--- config.mk ---
export PLATFORM = sky130hd
export DESIGN_NAME = swing_point_confirmer
export DESIGN_NICKNAME = d
export VERILOG_FILES = /design/src/rtl/core/spc_pkg.sv /design/src/rtl/core/spc_fifo.sv /design/src/rtl/core/swing_point_confirmer.sv
export SDC_FILE = /design/constraint.sdc
export NUM_CORES = 1
export LEC_CHECK = 0
export ABC_AREA = 1
export BUFFER_PORTS_ARGS = -buffer_cell sky130_fd_sc_hd__buf_2
export CAP_MARGIN = 20
export CELL_PAD_IN_SITES_DETAIL_PLACEMENT = 1
export CELL_PAD_IN_SITES_GLOBAL_PLACEMENT = 2
export CORE_MARGIN = 1.5
export CORE_UTILIZATION = 39
export CTS_BUF_LIST = sky130_fd_sc_hd__clkbuf_4 sky130_fd_sc_hd__clkbuf_8 sky130_fd_sc_hd__clkbuf_16
export DETAILED_ROUTE_END_ITERATION = 10
export GPL_TIMING_DRIVEN = 1
export PLACE_DENSITY = 0.9
export SKIP_LAST_GASP = 1
export SLEW_MARGIN = 25
export SYNTH_ARGS = -nofsm -noshare
export SYNTH_HDL_FRONTEND = slang
export SYNTH_SLANG_ARGS = --single-unit
--- constraint.sdc ---
create_clock -name clk -period 18.1 [get_ports clk]
set_input_delay 2.715 -clock clk [delete_from_list [all_inputs] [get_ports clk]]
set_output_delay 2.715 -clock clk [all_outputs]
set_load 0.02 [all_outputs]
--- src/rtl/core/spc_pkg.sv ---
// spc_pkg: widths, output codes and result beat types of the swing point confirmer
// no dependencies; imported by every module of the block
package spc_pkg;

	localparam int PRICE_BITS   = 32;
	localparam int INDEX_BITS   = 32;
	localparam int RETRACE_BITS = 16;

	localparam logic [RETRACE_BITS-1:0] RETRACE_RESET = RETRACE_BITS'(2);

	// out_kind codes
	localparam logic KIND_APPEND  = 1'b0;
	localparam logic KIND_REPLACE = 1'b1;

	// result queue: room for the two beats one point can cause, plus slack
	localparam int FIFO_DEPTH = 4;
	localparam int FIFO_AW    = $clog2(FIFO_DEPTH);
	localparam int FIFO_CW    = FIFO_AW + 1;

	typedef struct packed {
		logic                  kind;
		logic                  high;
		logic [PRICE_BITS-1:0] price;
		logic [INDEX_BITS-1:0] index;
		logic                  run_end;
	} result_t;

	// up to two beats written in one cycle, r0 first
	typedef struct packed {
		logic [1:0] cnt;
		result_t    r0;
		result_t    r1;
	} fifo_wr_t;

endpackage

--- src/rtl/core/spc_fifo.sv ---
// spc_fifo: small result queue taking up to two beats a cycle, one beat out a cycle while rd_stall is low
// depends on spc_pkg
module spc_fifo
	import spc_pkg::*;
(
	input  logic     clk,
	input  logic     arst_n,
	input  fifo_wr_t wr,
	output logic     full2,
	output logic     rd_valid,
	input  logic     rd_stall,
	output result_t  rd_data
);

	result_t              mem_q [FIFO_DEPTH];
	logic [FIFO_AW-1:0]   wr_ptr_q;
	logic [FIFO_AW-1:0]   rd_ptr_q;
	logic [FIFO_CW-1:0]   count_q;
	logic                 pop;
	logic [FIFO_AW-1:0]   wr_ptr_p1;

	assign rd_valid  = (count_q != '0);
	assign rd_data   = mem_q[rd_ptr_q];
	assign pop       = rd_valid && !rd_stall;
	// fewer than two free slots: hold off the input side
	assign full2     = (count_q > FIFO_CW'(FIFO_DEPTH - 2));
	assign wr_ptr_p1 = wr_ptr_q + FIFO_AW'(1);

	always_ff @(posedge clk) begin
		if (wr.cnt != 2'd0) begin
			mem_q[wr_ptr_q] <= wr.r0;
		end
		if (wr.cnt == 2'd2) begin
			mem_q[wr_ptr_p1] <= wr.r1;
		end
	end

	always_ff @(posedge clk or negedge arst_n) begin
		if (!arst_n) begin
			wr_ptr_q <= '0;
			rd_ptr_q <= '0;
			count_q  <= '0;
		end else begin
			wr_ptr_q <= wr_ptr_q + FIFO_AW'(wr.cnt);
			if (pop) begin
				rd_ptr_q <= rd_ptr_q + FIFO_AW'(1);
			end
			count_q <= count_q + FIFO_CW'(wr.cnt) - FIFO_CW'(pop);
		end
	end

endmodule

--- src/rtl/core/swing_point_confirmer.sv ---
// swing_point_confirmer: confirms alternating turning points from a swing point stream
// depends on spc_pkg and spc_fifo
//
// Input channel (in_valid / in_stall) carries one swing point a beat: is_high, price,
// bar_index and stream_end. Output channel (out_valid / out_stall) carries turning
// point beats: out_kind (append or replace), out_high, out_price, out_index and
// run_end, which marks the last beat caused by one input point. A point causes
// zero, one or two beats.
// Each point is evaluated in the cycle it is accepted against the confirmed and
// candidate registers; its beats are registered into a four-entry result queue whose
// head drives the output. One point can be accepted every cycle while in_stall is
// low; the output drains one beat a cycle while out_stall is low, so the two beats of
// one point leave one after the other. in_stall rises while the queue has fewer than
// two free slots, so a stalled receiver backs up into in_stall once three beats are
// queued; queued beats hold steady on the outputs while out_stall is high. The user
// must write min_retrace_bars through cfg_we / cfg_data only while the block is idle;
// the block does not enforce this. Reset empties the queue, clears the confirmed and
// candidate points and sets min_retrace_bars to 2. stream_end clears the state again.
module swing_point_confirmer
	import spc_pkg::*;
(
	input  logic                    clk,
	input  logic                    arst_n,
	input  logic                    cfg_we,
	input  logic [RETRACE_BITS-1:0] cfg_data,
	input  logic                    in_valid,
	output logic                    in_stall,
	input  logic                    is_high,
	input  logic [PRICE_BITS-1:0]   price,
	input  logic [INDEX_BITS-1:0]   bar_index,
	input  logic                    stream_end,
	output logic                    out_valid,
	input  logic                    out_stall,
	output logic                    out_kind,
	output logic                    out_high,
	output logic [PRICE_BITS-1:0]   out_price,
	output logic [INDEX_BITS-1:0]   out_index,
	output logic                    run_end
);

	logic [RETRACE_BITS-1:0] min_retrace_q;

	logic                  have_conf_q, conf_high_q;
	logic [PRICE_BITS-1:0] conf_price_q;
	logic [INDEX_BITS-1:0] conf_index_q;
	logic                  have_cand_q, cand_high_q;
	logic [PRICE_BITS-1:0] cand_price_q;
	logic [INDEX_BITS-1:0] cand_index_q;

	logic                  have_conf_d, conf_high_d;
	logic [PRICE_BITS-1:0] conf_price_d;
	logic [INDEX_BITS-1:0] conf_index_d;
	logic                  have_cand_d, cand_high_d;
	logic [PRICE_BITS-1:0] cand_price_d;
	logic [INDEX_BITS-1:0] cand_index_d;

	logic                  accept;
	logic                  step_v, tail_v, ok;
	result_t               step_r, tail_r;
	logic [INDEX_BITS-1:0] bar_gap;
	fifo_wr_t              wr;
	result_t               head;

	function automatic logic beyond(input logic hi, input logic [PRICE_BITS-1:0] a,
	                                input logic [PRICE_BITS-1:0] b);
		return hi ? (a > b) : (a < b);
	endfunction

	assign accept  = in_valid && !in_stall;
	assign bar_gap = bar_index - cand_index_q;

	always_comb begin
		have_conf_d  = have_conf_q;
		conf_high_d  = conf_high_q;
		conf_price_d = conf_price_q;
		conf_index_d = conf_index_q;
		have_cand_d  = have_cand_q;
		cand_high_d  = cand_high_q;
		cand_price_d = cand_price_q;
		cand_index_d = cand_index_q;
		step_v       = 1'b0;
		step_r       = '{kind: KIND_APPEND, high: is_high, price: price, index: bar_index,
		                 run_end: 1'b0};
		ok           = beyond(is_high, price, conf_price_q) ||
		               ((bar_index >= cand_index_q) &&
		                (bar_gap >= INDEX_BITS'(min_retrace_q)));

		if (!have_conf_q) begin
			// first point of a stream goes straight out
			step_v       = 1'b1;
			have_conf_d  = 1'b1;
			conf_high_d  = is_high;
			conf_price_d = price;
			conf_index_d = bar_index;
		end else if (is_high != conf_high_q) begin
			if (!have_cand_q || beyond(is_high, price, cand_price_q)) begin
				have_cand_d  = 1'b1;
				cand_high_d  = is_high;
				cand_price_d = price;
				cand_index_d = bar_index;
			end
		end else if (have_cand_q) begin
			if (ok) begin
				// candidate confirmed, this point becomes the next candidate
				step_v       = 1'b1;
				step_r.high  = cand_high_q;
				step_r.price = cand_price_q;
				step_r.index = cand_index_q;
				conf_high_d  = cand_high_q;
				conf_price_d = cand_price_q;
				conf_index_d = cand_index_q;
				cand_high_d  = is_high;
				cand_price_d = price;
				cand_index_d = bar_index;
			end else if (beyond(is_high, price, conf_price_q)) begin
				step_v       = 1'b1;
				step_r.kind  = KIND_REPLACE;
				conf_price_d = price;
				conf_index_d = bar_index;
				have_cand_d  = 1'b0;
			end
		end else if (beyond(is_high, price, conf_price_q)) begin
			step_v       = 1'b1;
			step_r.kind  = KIND_REPLACE;
			conf_price_d = price;
			conf_index_d = bar_index;
		end

		// tail candidate, judged on the updated state
		tail_v = stream_end && have_cand_d && have_conf_d &&
		         (cand_high_d != conf_high_d) && (cand_index_d > conf_index_d);
		tail_r = '{kind: KIND_APPEND, high: cand_high_d, price: cand_price_d,
		           index: cand_index_d, run_end: 1'b1};

		if (stream_end) begin
			have_conf_d  = 1'b0;
			conf_high_d  = 1'b0;
			conf_price_d = '0;
			conf_index_d = '0;
			have_cand_d  = 1'b0;
			cand_high_d  = 1'b0;
			cand_price_d = '0;
			cand_index_d = '0;
		end

		step_r.run_end = !tail_v;
		wr.cnt = 2'd0;
		wr.r0  = tail_r;
		wr.r1  = tail_r;
		if (accept) begin
			if (step_v) begin
				wr.r0  = step_r;
				wr.cnt = tail_v ? 2'd2 : 2'd1;
			end else if (tail_v) begin
				wr.cnt = 2'd1;
			end
		end
	end

	always_ff @(posedge clk or negedge arst_n) begin
		if (!arst_n) begin
			min_retrace_q <= RETRACE_RESET;
			have_conf_q   <= 1'b0;
			conf_high_q   <= 1'b0;
			conf_price_q  <= '0;
			conf_index_q  <= '0;
			have_cand_q   <= 1'b0;
			cand_high_q   <= 1'b0;
			cand_price_q  <= '0;
			cand_index_q  <= '0;
		end else begin
			if (cfg_we) begin
				min_retrace_q <= cfg_data;
			end
			if (accept) begin
				have_conf_q  <= have_conf_d;
				conf_high_q  <= conf_high_d;
				conf_price_q <= conf_price_d;
				conf_index_q <= conf_index_d;
				have_cand_q  <= have_cand_d;
				cand_high_q  <= cand_high_d;
				cand_price_q <= cand_price_d;
				cand_index_q <= cand_index_d;
			end
		end
	end

	spc_fifo u_fifo (
		.clk      (clk),
		.arst_n   (arst_n),
		.wr       (wr),
		.full2    (in_stall),
		.rd_valid (out_valid),
		.rd_stall (out_stall),
		.rd_data  (head)
	);

	assign out_kind  = head.kind;
	assign out_high  = head.high;
	assign out_price = head.price;
	assign out_index = head.index;
	assign run_end   = head.run_end;

endmodule

---- Yosys cells after proc, flatten, opt, wreduce, memory -nomap -nowiden ----
Memories as Yosys holds them, arrays and structs flattened.
Cells that the tools add are included.
word-level totals
  output and inout port bits .............. 69
  logic and storage cells ................. 111
  memory bits (writable) .................. 268
  memories ................................ 1
  bits of input ports ..................... 87
  register bits after elaboration ......... 155
memories
  memory        words  bits a word  read ports  clocked after Yosys merged registers in  write ports  RTL line        RTL
  u_fifo.mem_q  4      67           1           0                                        2            spc_fifo.sv:15  result_t mem_q [FIFO_DEPTH];
cells by class
  reductions and logical operators ........ 15
  mux-type cells .......................... 65
  equality and inequality tests ........... 4
  add/sub/neg operators ................... 6
  magnitude comparators ................... 8
operators by type and width
  operator             count
  $mux 32              24
  $mux 66              2
  $mux 65              2
  $gt 32x32->1         3
  $mux 69              1
  $mux 67              1
  $lt 32x32->1         2
  $mux 1               33
  $ge 32x16->1         1
  $ge 32x32->1         1
  $sub 32x32->32       1
  $logic_and 1x1->1    6
  $add 2x1->2 const B  2
  $logic_not 1->1      4
  $mux 2               2
  $add 3x2->3          1
  $gt 3x2->1 const B   1
  $ne 3x3->1 const B   1
  $reduce_bool 3->1    1
  $sub 3x1->3          1
  $add 2x2->2          1
  $eq 2x2->1 const B   1
  $logic_or 1x1->1     2
  $ne 1x1->1           2
  other kinds (2)      2

---- Depth between registers and ports, before layout ----
  depth in word-level cells ............... 17
  depth in mapped cells ................... 56
  depth with buffers taken out ............ 54

---- Modules after synthesis ----
A second synthesis with hierarchy kept.
second synthesis, totals
  cell total of the unflattened synthesis .. 4,696
  area, all modules ....................... 31,968.2 um^2
modules (own cells, without submodules)
  module                 times used  area an instance (um^2)  sequential area each (um^2)  cells an instance
  swing_point_confirmer  1           17,322.9                 3,704.8                      2,894
  spc_fifo               1           14,645.3                 8,222.9                      1,802

---- Least setup slack after synthesis ----
OpenSTA, ideal clock, no wires.
  path kind ............................... input -> register
  start point ............................. in bar_index[0]
  end point ............................... mem u_fifo.mem_q[1][10] (netlist name), enable pin
  setup time .............................. 425 ps
  data required time ...................... 17,675 ps
  arrival time ............................ 9,357 ps
  slack ................................... 8,318 ps
  cell stages on the path ................. 50
  cells stage by stage .................... inv_1 -> ha_1 -> fa_1 -> inv_1 -> nand2_1 -> nand3_1 -> nand2_1 -> nand2_1 -> xor2_1 -> ha_1 -> nand2_1 -> nor2_1 -> a211oi_1 -> nand2_1 -> nor2_1 -> nand2_1 -> nor2_1 -> nand2_1 -> [14 not listed] -> inv_1 -> a221oi_1 -> o221ai_1 -> nand2_1 -> o211ai_1 -> nand2_1 -> o211ai_1 -> nand2_1 -> a31oi_1 -> nand2_1 -> nor2_1 -> ha_1 -> inv_1 -> nor2_1 -> nor2_1 -> nor3_1 -> inv_1 -> nand2_1
RTL lines
  item         RTL line                     RTL
  from (decl)  swing_point_confirmer.sv:30  input logic [INDEX_BITS-1:0] bar_index,
  to (decl)    spc_fifo.sv:15

==> impl_metrics.py <==
metrics = {
    "power_and_ir_drop": {
        "power_density_nw_per_um2": 170,
        "ir_drop_mv": 0.0971,
        "p_leak_uw": 0.0169,
    },
    "grt": {
        "grt_max_degree": 110,
        "grt_pass1_wl_um": 195000,
        "grt_overflow": 0,
        "antenna_found_initial": 2,
        "grt_usage": 0.307,
        "grt_pass1_vias": 31600,
    },
    "synthesis": {
        "synthDistinctLibCells": 51,
        "synthArstFlopShare": 0.366,
        "synth.area.top_cells": "edfxtp_1 (25%), nand2_1 (19%), dfrtp_1 (12%)",
        "synth-seq-cells": 423,
        "synth_cells": 4560,
        "syn-num-nets": 4799,
        "yosys_most_used_dff": "edfxtp_1",
        "ys_seq_area_frac": 0.376,
        "avgSynthCellArea_sq_um": 6.92,
        "synth_top_cell_area_share": 0.247,
        "synth_common_cells": "nand2_1 (1625), inv_1 (451), nand3_1 (447)",
        "netlist_area_sq_um": 31500,
        "ys_warn_count": 0,
        "synth_top_cell_by_area": "edfxtp_1",
        "synth.most_common_cell": "nand2_1",
        "synth-edff-count": 260,
    },
    "timing": {
        "fmax_mhz": 87.3,
        "relSlewSlack": 0.282,
        "fin_crit_sh": 0.633,
        "setup_viol": 0,
        "slew_violations": 0,
        "finalSetupTns_ns": 0,
        "skew_ns": 0.0307,
        "grt_setup_unrepaired": "no",
        "hold_viol": 0,
        "timing.hold.ws_ns": 0.495,
        "worst_pin_slew_ns": 1.08,
        "min_period_ns": 11.46,
    },
    "cells_and_area": {
        "drive_above_1_share": 0.0880,
        "nNetsFinal": 4785,
        "num-fill-cells": 10200,
        "utilization": 0.433,
        "syn2layout_area_growth_pct": 10.2,
    },
    "placement": {
        "place.gp.congestion": 0.901,
        "hpwlAfterDp_um": 86700,
        "port_buffers": 155,
    },
    "clocking": {
        "clock_sinks": 423,
        "insertion_delay_ns": 0.64,
        "htreeDepth": 2,
        "ctsRootBufferMaster": "clkbuf_16",
        "cts_resized": 0,
        "clk_pin_slew_ns": 0.06,
        "cts_tree": "built",
        "post-cts-setup-buffers": 0,
        "numCtsBuffers": 52,
        "clock_path_buffers": 3,
        "cts-hold-fix-buffers": 0,
    },
    "detailed_routing": {
        "ant_nets": 0,
        "drc": 0,
        "vias_per_cell": 5.72,
        "finalWirelength_um": 129000,
        "vias": 32400,
        "first_pass_iters": 5,
        "avgRoutedWirePerCell_um": 22.7,
        "drtIter0Drc": 2899,
    },
    "critical_path": {
        "path_common_cell": "nand2_1",
        "startpoint_type": "primary input",
        "cp-end-kind": "flop",
        "critical_path.max_stage_delay_ns": 0.74,
        "criticalPathCategory": "in -> reg",
        "worstPathRequired_ns": 18.35,
        "worst-r2r-cell-count": 42,
        "worstPathArrival_ns": 11.71,
        "crit_fanout": 109,
        "slowest_stage": "buf_4",
    },
    "floorplanning": {
        "dieArea_sq_um": 82600,
        "start_util": 0.393,
        "core-area_sq_um": 80300,
        "die_h_um": 287,
        "rows": 104,
        "fp.dieW_um": 287,
        "ios": 156,
    },
    "min_path": {
        "holdPathStages": 2,
        "min_path_type": "reg -> reg",
    },
    "outcome": {
        "status": "completed",
    },
    "job": {
        "max_cap_violations": 0,
    },
}
registers in the layout, summed over array words and instances, names as in the netlist:
signal	cells
cand_index_q	32
conf_price_q	32
have_cand_q	1
conf_high_q	1
min_retrace_q	16
u_fifo.mem_q	268
have_conf_q	1
conf_index_q	32
cand_high_q	1
u_fifo.wr_ptr_q	2
cand_price_q	32
u_fifo.count_q	3
u_fifo.rd_ptr_q	2
layer usage:
metal  global-route usage  vias to the layer above  share of wire  wire (um)
li1                     -                    15000              -          -
met1                0.453                    16000           0.47      59900
met2                0.471                     1129           0.44      56400
met3               0.0438                      167          0.075       9650
met4               0.0680                        0          0.020       2540
met5                    0                        -              0          0
cells by family after synthesis:
logic type / after synthesis / synth area share
buffers and inverters: 722 / 0.0914
XOR/XNOR: 20 / 0.00555
multiplexers: 1 / 0.000357
AND/OR/NAND/NOR: 2497 / 0.331
AO/OA/AOI/OAI: 745 / 0.135
adder cells (fa/ha/maj): 152 / 0.0608
flip-flops: 423 / 0.376
final cells by class:
cell class / instances / area (sq um) / share of cell area
diodes: 2 / 5.00 / 0.000144
clock buffers: 62 / 1390 / 0.0399
clock inverters: 36 / 409 / 0.0118
inverters: 460 / 1730 / 0.0498
multi-input cells: 3415 / 17000 / 0.488
flip-flops and latches: 423 / 11900 / 0.341
well taps: 1060 / 1330 / 0.0381
repair buffers: 194 / 1080 / 0.0311
where the power goes:
group	switching, uW	total, uW	internal, uW
Clock	476	1130	652
Sequential	139	1390	1250
Combinational	2480	3390	902
critical path: cells and delay by family:
kind | cells | cell delay [ns]
compound gates | 7 | 1.21
xor+xnor | 1 | 0.19
fa+ha+maj | 5 | 1.58
buf+inv | 9 | 1.74
simple gates | 28 | 4.08
path summary, 6_finish.rpt:
| check | start | endpoint | slack, ns |
|---|---|---|---|
| min in group asynchronous | arst_n | u_fifo.rd_ptr_q[0]$_DFFE_PN0P_ | 2.08 |
| worst max register to register | cand_index_q[9]$_DFFE_PN0P_ | u_fifo.mem_q[1][5]$_DFFE_PP_ | 8.42 |
| worst min register to register | conf_index_q[2]$_DFFE_PN0P_ | conf_index_q[2]$_DFFE_PN0P_ | 0.49 |
| worst min-delay path | conf_index_q[2]$_DFFE_PN0P_ | conf_index_q[2]$_DFFE_PN0P_ | 0.49 |
| worst max-delay path | bar_index[0] | u_fifo.mem_q[1][5]$_DFFE_PP_ | 6.64 |
| max in group asynchronous | arst_n | have_conf_q$_DFFE_PN0P_ | 14.58 |
cell usage in the layout, fill, tap and decap left out, types with 37 or more instances in the layout:
| cell | count |
|---|---|
| nand2_1 | 1619 |
| o211ai_1 | 99 |
| a21oi_1 | 129 |
| clkbuf_16 | 52 |
| o21ai_0 | 313 |
| dfrtp_1 | 150 |
| ha_1 | 150 |
| nor2_1 | 281 |
| buf_2 | 154 |
| inv_1 | 447 |
| buf_4 | 37 |
| o21ai_1 | 40 |
| nand3_1 | 446 |
| o22ai_1 | 119 |
| edfxtp_1 | 260 |
metrics by stage:
step / area (sq um) / cells / total power (uW) / worst slack [ns]
5_1_grt: 34800 / 5652 / 6290 / 6.02
2_1_floorplan: 31500 / 4560 / 3540 / 8.32
3_5_place_dp: 33000 / 5552 / 4720 / 5.90
6_report: 34800 / 5652 / 5900 / 6.64
4_1_cts: 34700 / 5650 / 5860 / 6.54
3_3_place_gp: 32900 / 5552 / 4650 / 6.15
No activity file was read; power rests on OpenSTA's default activity.
